<file path="config.mk">
export PLATFORM = sky130hd
export DESIGN_NAME = sha256_byte_stream_hasher_core
export DESIGN_NICKNAME = d
export VERILOG_FILES = /design/src/sha256bsh_pkg.sv /design/src/sha256_byte_stream_hasher_core.sv
export SDC_FILE = /design/constraint.sdc
export NUM_CORES = 2
export LEC_CHECK = 0
export ABC_AREA = 1
export BUFFER_PORTS_ARGS = -buffer_cell sky130_fd_sc_hd__buf_4
export CAP_MARGIN = 20
export CORE_AREA = 5 5 388 390
export CTS_CLUSTER_SIZE = 25
export DETAILED_ROUTE_END_ITERATION = 10
export DIE_AREA = 0 0 393 395
export GPL_ROUTABILITY_DRIVEN = 1
export PLACE_DENSITY = 0.75
export SLEW_MARGIN = 10
export SYNTH_ARGS = -nofsm -noshare
export SYNTH_HDL_FRONTEND = slang
export SYNTH_SLANG_ARGS = --single-unit
</file>
<file path="constraint.sdc">
create_clock -name clk -period 17.4 [get_ports clk]
set_input_delay 0.87 -clock clk [delete_from_list [all_inputs] [get_ports clk]]
set_output_delay 0.87 -clock clk [all_outputs]
set_load 0.005 [all_outputs]
</file>
<file path="src/sha256bsh_pkg.sv">
// Shared SHA-256 constants, types and round functions for the byte-stream hasher.
package sha256bsh_pkg;

    typedef enum logic
    {
        OP_ABSORB = 1'b0,
        OP_FINISH = 1'b1
    } opcode_t;

    localparam logic [7:0] PAD_BYTE  = 8'h80;
    localparam logic [5:0] LEN_START = 6'd56;   // first byte slot of the bit length

    localparam logic [31:0] ROUND_K [64] = '{
        32'h428a2f98, 32'h71374491, 32'hb5c0fbcf, 32'he9b5dba5,
        32'h3956c25b, 32'h59f111f1, 32'h923f82a4, 32'hab1c5ed5,
        32'hd807aa98, 32'h12835b01, 32'h243185be, 32'h550c7dc3,
        32'h72be5d74, 32'h80deb1fe, 32'h9bdc06a7, 32'hc19bf174,
        32'he49b69c1, 32'hefbe4786, 32'h0fc19dc6, 32'h240ca1cc,
        32'h2de92c6f, 32'h4a7484aa, 32'h5cb0a9dc, 32'h76f988da,
        32'h983e5152, 32'ha831c66d, 32'hb00327c8, 32'hbf597fc7,
        32'hc6e00bf3, 32'hd5a79147, 32'h06ca6351, 32'h14292967,
        32'h27b70a85, 32'h2e1b2138, 32'h4d2c6dfc, 32'h53380d13,
        32'h650a7354, 32'h766a0abb, 32'h81c2c92e, 32'h92722c85,
        32'ha2bfe8a1, 32'ha81a664b, 32'hc24b8b70, 32'hc76c51a3,
        32'hd192e819, 32'hd6990624, 32'hf40e3585, 32'h106aa070,
        32'h19a4c116, 32'h1e376c08, 32'h2748774c, 32'h34b0bcb5,
        32'h391c0cb3, 32'h4ed8aa4a, 32'h5b9cca4f, 32'h682e6ff3,
        32'h748f82ee, 32'h78a5636f, 32'h84c87814, 32'h8cc70208,
        32'h90befffa, 32'ha4506ceb, 32'hbef9a3f7, 32'hc67178f2
    };

    localparam logic [31:0] INIT_H [8] = '{
        32'h6a09e667, 32'hbb67ae85, 32'h3c6ef372, 32'ha54ff53a,
        32'h510e527f, 32'h9b05688c, 32'h1f83d9ab, 32'h5be0cd19
    };

    function automatic logic [31:0] rotr(input logic [31:0] x, input int unsigned n);
        return (x >> n) | (x << (32 - n));
    endfunction

    function automatic logic [31:0] big_sigma0(input logic [31:0] x);
        return rotr(x, 2) ^ rotr(x, 13) ^ rotr(x, 22);
    endfunction

    function automatic logic [31:0] big_sigma1(input logic [31:0] x);
        return rotr(x, 6) ^ rotr(x, 11) ^ rotr(x, 25);
    endfunction

    function automatic logic [31:0] small_sigma0(input logic [31:0] x);
        return rotr(x, 7) ^ rotr(x, 18) ^ (x >> 3);
    endfunction

    function automatic logic [31:0] small_sigma1(input logic [31:0] x);
        return rotr(x, 17) ^ rotr(x, 19) ^ (x >> 10);
    endfunction

    function automatic logic [31:0] ch(input logic [31:0] e, input logic [31:0] f,
                                       input logic [31:0] g);
        return (e & f) ^ (~e & g);
    endfunction

    function automatic logic [31:0] maj(input logic [31:0] a, input logic [31:0] b,
                                        input logic [31:0] c);
        return (a & b) ^ (a & c) ^ (b & c);
    endfunction

endpackage

</file>
<file path="src/sha256_byte_stream_hasher_core.sv">
// SHA-256 byte-stream hasher: byte absorb, padding sequencer, one round per cycle.
//
//  channel | signals                                          | direction
//  --------+--------------------------------------------------+----------
//  in      | in_valid, in_stall, opcode, data_byte            | into block
//  out     | out_valid, out_stall, digest_word, word_pos,     | out of block
//          | last_word, length_error                          |
//
// An absorb word shifts in its byte; when it completes a 64-byte block,
// the block runs 64 rounds of the shared round unit, then the hash add.
// A finish word shifts in padding one byte per cycle up to the block end,
// then one compression, and a second pad pass plus compression when more
// than 55 bytes were buffered; then 8 digest words.
// Reset clears the sequencer, counters and loads the initial hash values.
// in_stall is high whenever the sequencer is not idle; out_stall holds the
// current digest word in place until taken.
module sha256_byte_stream_hasher_core
    import sha256bsh_pkg::*;
(
    input  logic        clk,
    input  logic        rst_n,
    input  logic        in_valid,
    output logic        in_stall,
    input  logic [0:0]  opcode,
    input  logic [7:0]  data_byte,
    output logic        out_valid,
    input  logic        out_stall,
    output logic [31:0] digest_word,
    output logic [2:0]  word_pos,
    output logic        last_word,
    output logic        length_error
);

    typedef enum logic [2:0]
    {
        ST_IDLE,
        ST_PAD,
        ST_ROUND,
        ST_ADD,
        ST_OUT
    } state_t;

    state_t      state_reg, state_next;
    logic [31:0] hash_reg [8];
    logic [31:0] hash_next [8];
    logic [31:0] win_reg [16];      // block bytes, then rolling schedule window
    logic [31:0] win_next [16];
    logic [31:0] work_reg [8];      // a..h
    logic [31:0] work_next [8];
    logic [5:0]  fill_reg, fill_next;
    logic [5:0]  rnd_reg, rnd_next;
    logic [60:0] count_reg, count_next;   // bytes; overflow flag covers the rest
    logic        ovf_reg, ovf_next;
    logic        fin_reg, fin_next;       // finishing a message
    logic        len_blk_reg, len_blk_next; // current pad block carries the length
    logic        first_reg, first_next;   // next pad byte is the 0x80 marker
    logic        err_reg, err_next;
    logic [2:0]  idx_reg, idx_next;

    logic             in_accept;
    logic             shift_en;
    logic [7:0]       shift_byte;
    logic [7:0][7:0]  len_bytes;
    logic [31:0]      w_new;
    logic [31:0]      t1;
    logic [31:0]      t2;

    assign in_stall  = (state_reg != ST_IDLE);
    assign in_accept = in_valid && !in_stall;

    assign out_valid    = (state_reg == ST_OUT);
    assign digest_word  = err_reg ? 32'd0 : hash_reg[idx_reg];
    assign word_pos     = idx_reg;
    assign last_word    = err_reg || (idx_reg == 3'd7);
    assign length_error = err_reg;

    // Bit length, big-endian bytes; index 7 is the most significant.
    assign len_bytes = {count_reg, 3'b000};

    // Shared round unit: schedule word and the two temporaries.
    assign w_new = small_sigma1(win_reg[14]) + win_reg[9]
                 + small_sigma0(win_reg[1]) + win_reg[0];
    assign t1 = work_reg[7] + big_sigma1(work_reg[4])
              + ch(work_reg[4], work_reg[5], work_reg[6])
              + ROUND_K[rnd_reg] + win_reg[0];
    assign t2 = big_sigma0(work_reg[0]) + maj(work_reg[0], work_reg[1], work_reg[2]);

    always_comb
    begin
        state_next   = state_reg;
        hash_next    = hash_reg;
        win_next     = win_reg;
        work_next    = work_reg;
        fill_next    = fill_reg;
        rnd_next     = rnd_reg;
        count_next   = count_reg;
        ovf_next     = ovf_reg;
        fin_next     = fin_reg;
        len_blk_next = len_blk_reg;
        first_next   = first_reg;
        err_next     = err_reg;
        idx_next     = idx_reg;
        shift_en     = 1'b0;
        shift_byte   = data_byte;

        unique case (state_reg)
            ST_IDLE:
            begin
                if (in_accept)
                begin
                    if (opcode_t'(opcode) == OP_ABSORB)
                    begin
                        shift_en   = 1'b1;
                        count_next = count_reg + 61'd1;
                        if (count_reg == '1)
                        begin
                            ovf_next = 1'b1;
                        end
                    end
                    else if (ovf_reg)
                    begin
                        err_next   = 1'b1;
                        idx_next   = 3'd0;
                        state_next = ST_OUT;
                    end
                    else
                    begin
                        fin_next     = 1'b1;
                        first_next   = 1'b1;
                        len_blk_next = (fill_reg < LEN_START);
                        state_next   = ST_PAD;
                    end
                end
            end

            ST_PAD:
            begin
                shift_en   = 1'b1;
                first_next = 1'b0;
                if (first_reg)
                begin
                    shift_byte = PAD_BYTE;
                end
                else if (len_blk_reg && (fill_reg >= LEN_START))
                begin
                    shift_byte = len_bytes[3'(~fill_reg[2:0])];
                end
                else
                begin
                    shift_byte = 8'd0;
                end
            end

            ST_ROUND:
            begin
                for (int i = 0; i < 15; i++)
                begin
                    win_next[i] = win_reg[i + 1];
                end
                win_next[15] = w_new;
                work_next[7] = work_reg[6];
                work_next[6] = work_reg[5];
                work_next[5] = work_reg[4];
                work_next[4] = work_reg[3] + t1;
                work_next[3] = work_reg[2];
                work_next[2] = work_reg[1];
                work_next[1] = work_reg[0];
                work_next[0] = t1 + t2;
                rnd_next     = rnd_reg + 6'd1;
                if (rnd_reg == 6'd63)
                begin
                    state_next = ST_ADD;
                end
            end

            ST_ADD:
            begin
                for (int i = 0; i < 8; i++)
                begin
                    hash_next[i] = hash_reg[i] + work_reg[i];
                end
                priority if (!fin_reg)
                begin
                    state_next = ST_IDLE;
                end
                else if (len_blk_reg)
                begin
                    idx_next   = 3'd0;
                    err_next   = 1'b0;
                    state_next = ST_OUT;
                end
                else
                begin
                    len_blk_next = 1'b1;
                    state_next   = ST_PAD;
                end
            end

            ST_OUT:
            begin
                if (!out_stall)
                begin
                    if (last_word)
                    begin
                        // back to the fresh-message state
                        hash_next  = INIT_H;
                        fill_next  = 6'd0;
                        count_next = '0;
                        ovf_next   = 1'b0;
                        fin_next   = 1'b0;
                        err_next   = 1'b0;
                        idx_next   = 3'd0;
                        state_next = ST_IDLE;
                    end
                    else
                    begin
                        idx_next = idx_reg + 3'd1;
                    end
                end
            end

            default:
            begin
                state_next = ST_IDLE;
            end
        endcase

        // Byte shift into the block; a full block starts the compression.
        if (shift_en)
        begin
            for (int i = 0; i < 15; i++)
            begin
                win_next[i] = {win_reg[i][23:0], win_reg[i + 1][31:24]};
            end
            win_next[15] = {win_reg[15][23:0], shift_byte};
            fill_next    = fill_reg + 6'd1;
            if (fill_reg == 6'd63)
            begin
                work_next  = hash_reg;
                rnd_next   = 6'd0;
                state_next = ST_ROUND;
            end
        end
    end

    always_ff @(posedge clk or negedge rst_n)
    begin
        if (!rst_n)
        begin
            state_reg   <= ST_IDLE;
            hash_reg    <= INIT_H;
            fill_reg    <= 6'd0;
            rnd_reg     <= 6'd0;
            count_reg   <= '0;
            ovf_reg     <= 1'b0;
            fin_reg     <= 1'b0;
            len_blk_reg <= 1'b0;
            first_reg   <= 1'b0;
            err_reg     <= 1'b0;
            idx_reg     <= 3'd0;
        end
        else
        begin
            state_reg   <= state_next;
            hash_reg    <= hash_next;
            fill_reg    <= fill_next;
            rnd_reg     <= rnd_next;
            count_reg   <= count_next;
            ovf_reg     <= ovf_next;
            fin_reg     <= fin_next;
            len_blk_reg <= len_blk_next;
            first_reg   <= first_next;
            err_reg     <= err_next;
            idx_reg     <= idx_next;
        end
    end

    always_ff @(posedge clk)
    begin
        win_reg  <= win_next;
        work_reg <= work_next;
    end

endmodule

</file>
Word level (Yosys, flattened, before mapping)
Memory sizes are Yosys's and may differ from the RTL's.
Cells that the tools add are included.
W data, S select, Z words.
- register bits: 1108
- bits in latches: 0
- RAM bits: 0
- memory bits (read-only): 2048
- bits of input ports: 13
- output and inout bits: 39
- logic and storage cells: 217
- memories kept: 1
- add/subtract/negate cells: 22
- multiply operators: 0
- divide/modulo/power cells: 0
- magnitude comparators: 5
- eq/ne operators: 19
- shifts and indexed selects: 0
- muxes and demuxes: 75
- bitwise logic cells: 30
- reduce and logical (&&, ||, !) cells: 23
- memory list (name ; words ; width ; read ports ; clocked after Yosys merged registers in ; write ports ; RTL line ; source):
    (name not given) ; 64 ; 32 ; 1 ; 0 ; 0 ; sha256_byte_stream_hasher_core.sv:85 ; + ROUND_K[rnd_reg] + win_reg[0];
- operator list (operator ; count):
    $mux W256 ; 5
    $mux W512 ; 2
    $add A32 B32 Y32 ; 18
    $pmux W256 S2 ; 1
    $xor A32 B32 Y32 ; 9
    $mux W61 ; 4
    $and A32 B32 Y32 ; 5
    $mux W32 ; 5
    $pmux W61 S2 ; 1
    $bmux W32 S3 ; 1
    $add A61 B1 Y61 const B ; 1
    $eq A61 B61 Y1 const B ; 1
    $mux W3 ; 17
    $mux W6 ; 7
    $mux W8 ; 4
    $not A32 Y32 ; 1
    $or A10 B32 Y32 ; 1
    $or A13 B32 Y32 ; 1
    $or A14 B32 Y32 ; 1
    $or A15 B32 Y32 ; 1
    $or A19 B32 Y32 ; 1
    $or A21 B32 Y32 ; 1
    $or A25 B32 Y32 ; 1
    $or A26 B32 Y32 ; 1
    other kinds (38) ; 84

Depth between registers and ports, before layout
- word-level depth: 11
- depth in mapped cells: 42
- mapped depth without buffers: 41

Least setup slack after synthesis
OpenSTA, ideal clock, no wires.
- path kind: input to register
- start: in opcode
- end: reg win_reg[0] (netlist name), enable pin
- setup time: 3.631 ns
- arrival time: 10.185 ns
- data required time: 13.769 ns
- slack: 3.584 ns
- stages: 7
- buffers on the path: 2
- cells stage by stage: inv_1 nand3_1 nand2_1 clkinv_1 clkbuf_1 clkbuf_1 nand2_1
- word-level cells in the longest chain between the ends: 4
- RTL lines (item ; RTL line ; source):
    start: declaration ; sha256_byte_stream_hasher_core.sv:24 ; input logic [0:0] opcode,
    $mux W1 ; sha256_byte_stream_hasher_core.sv:111 ; if (opcode_t'(opcode) == OP_ABSORB)
    $mux W1 ; sha256_byte_stream_hasher_core.sv:109 ; if (in_accept)
    $pmux W1 S2 ; sha256_byte_stream_hasher_core.sv:106 ; unique case (state_reg)
    $reduce_bool A2 Y1 (no line) ; - ;
    end signal: assignment ; sha256_byte_stream_hasher_core.sv:280 ; win_reg <= win_next;
    end: declaration ; sha256_byte_stream_hasher_core.sv:46 ; logic [31:0] win_reg [16];
Every way passes these cells.
A chain may end at the register's enable or synchronous reset.

==> metrics.txt <==
status complete, no violations; data arrival time of the worst path 9.45 ns; Final min period between 8 and 9 ns; dpl cells 12239; YS warnings 0; post-synthesis mux area share 0%; total number of vias 77202; RSZ-0062 raised after global routing no; post-cts sizing count 0; global route overflow 0; synth top area cells edfxtp_1 19%, nand2_1 12%, inv_1 7.0%; die height between 300 and 400 µm; kind of critical path flip-flop to flip-flop; reg2reg setup slack 8.69 ns; nets 11056; Hold WC Path Type primary input to async pin; Post-CTS Setup Bufs 0; Tightest Pin Transition 1.30 ns; Commonest cells post-synth 2617 x nand2_1, 1493 x inv_1, 1008 x o21ai_0, 748 x a21oi_1, 729 x nor2_1; Reg-to-Reg Start rnd_reg[1]$_DFF_PN0_; area of the multi-input gates roughly 43000 µm²; drt wl/cell ~26 µm; initial antenna violation count 12; Sink Count 1108; row cnt between 100 and 150; largest net degree at the start of global routing ~250; Pre-antenna DRT Iters 7; Finished Layout Cells 12486; syn_nets 11223; slowest stage delay, CP 0.68 ns; Total Routing Usage GR ~40%; Mapped Area roughly 80000 µm²; clock skew 0.0307 ns; Most Crowded Layer GR met2; die area between 150000 and 200000 µm²; Core Area roughly 150000 µm²; chip width ~390 µm; count leader, synth nand2_1; Seq/Total Area, Yosys about 37%; Worst path slowest cell dfrtp_1; predominant post-synthesis flop cell edfxtp_1; Starting Density a little over half; top-area cell type share of the netlist area 19.2%; DP HPWL 245000 µm; most used cell, CP nand2_1; vias in the first global route about 73000; first-pass GRT wire length roughly 470000 µm; fmax ~0.11 GHz; antenna viol nets, final 0; Sum Neg Setup Slack 0 ns; Mapped Avg Cell Area 7.53 µm²; layout cell share with drive strength beyond 1 around 5%; fin crit share around 50%; Clock Pin Slew Worst Setup and Hold Paths 0.06 ns; routability congestion estimate approximately 1.0; terminus of the critical flop-to-flop path work_reg[250]$_DFF_P_; M1 GR Usage between 50 and 60%; 1st-iter DRT viols approximately 10000; Synth Area in Adders between 10% and 20%; Data required, critical path approximately 18 ns; vias per inst 6.18; CTS Buf Count approximately 130; met3 track demand over resource roughly 11%; Top Family by Delay on Critical Path adder cells; final setup violation count 0; number of synthesized flops with an enable pin between 500 and 600; Remaining DRCs 0; CP max FO 12; cells on worst reg2reg path 37; Clock Tree Buf Depth 3; Yosys reg bits between 1000 and 1500; Slew Viols, Final 0; max FFs per register ~500; Distinct cells, synth 61; Fin. Hold Viols 0; Post-CTS Hold Buffers 0; Yosys top cell by area edfxtp_1; post-synthesis compound-gate area fraction a little under a fifth; Worst slew margin approximately an eighth; Reg area between 20000 and 30000 µm²; final-layout fill cell count around 14000; CTS tree done; largest family of logic cells by synthesized area simple AND/OR/NAND/NOR gates; IO buf count 51; Min Hold Slack 0.0512 ns; CP Buf/Inv Count 6; Finished Core Util just under 60%; cells after synthesis 10613; area share of and/or/nand/nor cells after synthesis around a fifth; WL final between 300000 and 400000 µm; Clock Latency Late Sink between 0.8 and 0.9 ns; io pins 52; Syn-to-layout area delta 7.80%; H-tree levels 4; M2 GR Usage between 50% and 60%; Synth Area in XOR/XNOR ~4.7%; max-cap check violation count 0; asr flop ratio synth 30.7%; critical path capture point type flip-flop; Root Driver clkbuf_16; CP startpoint kind flip-flop
-- cells by family after synthesis --
family / Yosys count
flip-flops: 1108
AND/OR/NAND/NOR: 3981
adder cells (fa/ha/maj): 597
AO/OA/AOI/OAI: 2564
XOR/XNOR: 433
buffers and inverters: 1930
-- per-layer routing --
metal	vias up	wire length, µm
met5	-	75
met4	12	25200
met3	948	38900
met2	4621	133000
met1	36631	124000
li1	34990	-
-- worst register-to-register path: cells and delay by family, from the launching register on --
kind            cells  cell delay (ns)
buf+inv             6             0.80
simple gates       16             2.28
xor+xnor            1             0.36
fa+ha+maj           6             2.49
flops               1             0.68
compound gates      8             2.05
-- stage by stage --
stage / instance area [µm²] / setup WS [ns]
2_1_floorplan: 79900 / 3.58
3_3_place_gp: 81600 / 9.14
3_5_place_dp: 81700 / 8.98
4_1_cts: 86100 / 8.95
5_1_grt: 86100 / 8.17
6_report: 86100 / 8.69
-- cell usage in the layout, fill, tap and decap left out, drive strengths merged, types with 8 or more instances in the layout --
master  Yosys  layout
nand2    2622    2622
inv      1503    1513
o21ai    1016    1016
a21oi     750     750
nor2      734     734
edfxtp    512     512
ha        400     400
nand3     343     343
dfxtp     256     256
xor2      254     254
o22ai     252     252
dfrtp     204     204
fa        197     197
clkbuf    316     186
xnor2     179     179
dfstp     136     136
nor3      125     125
buf       105     119
a31oi     108     108
a221oi     83      83
nand4      74      74
a21o       61      61
o21bai     51      51
nor4       45      45
clkinv      6      39
o211ai     36      36
o221ai     33      33
a21boi     31      31
o31ai      26      26
o21a       26      26
a211oi     19      19
a311oi     14      14
or2        13      13
nand3b     11      11
a22oi      10      10
a31o        8       8
-- final cells by class --
cell class / count / share of cell area (%)
Multi-Input combinational cell: 7575 / 50.4
Inverter: 1509 / 6.60
Antenna cell: 4 / 0.0116
Clock inverter: 55 / 0.793
Timing Repair Buffer: 121 / 1.17
Clock buffer: 184 / 4.32
Tap cell: 1930 / 2.80
Sequential cell: 1108 / 33.9
-- worst max path at each step --
stage               depth (start not counted)                    end  slack, ns                  from
floorplan                                   7   win_reg[0]$_DFFE_PP_       3.58                opcode
global placement                           37  work_reg[250]$_DFF_P_       9.14  rnd_reg[1]$_DFF_PN0_
detailed placement                         37  work_reg[250]$_DFF_P_       8.98  rnd_reg[1]$_DFF_PN0_
CTS                                        37  work_reg[250]$_DFF_P_       8.95  rnd_reg[1]$_DFF_PN0_
global route                               37  work_reg[250]$_DFF_P_       8.17  rnd_reg[1]$_DFF_PN0_
finish                                     37  work_reg[250]$_DFF_P_       8.69  rnd_reg[1]$_DFF_PN0_
Power is not shown: default switching activity piles up to over one toggle a cycle in this logic, so the estimate is an artifact.
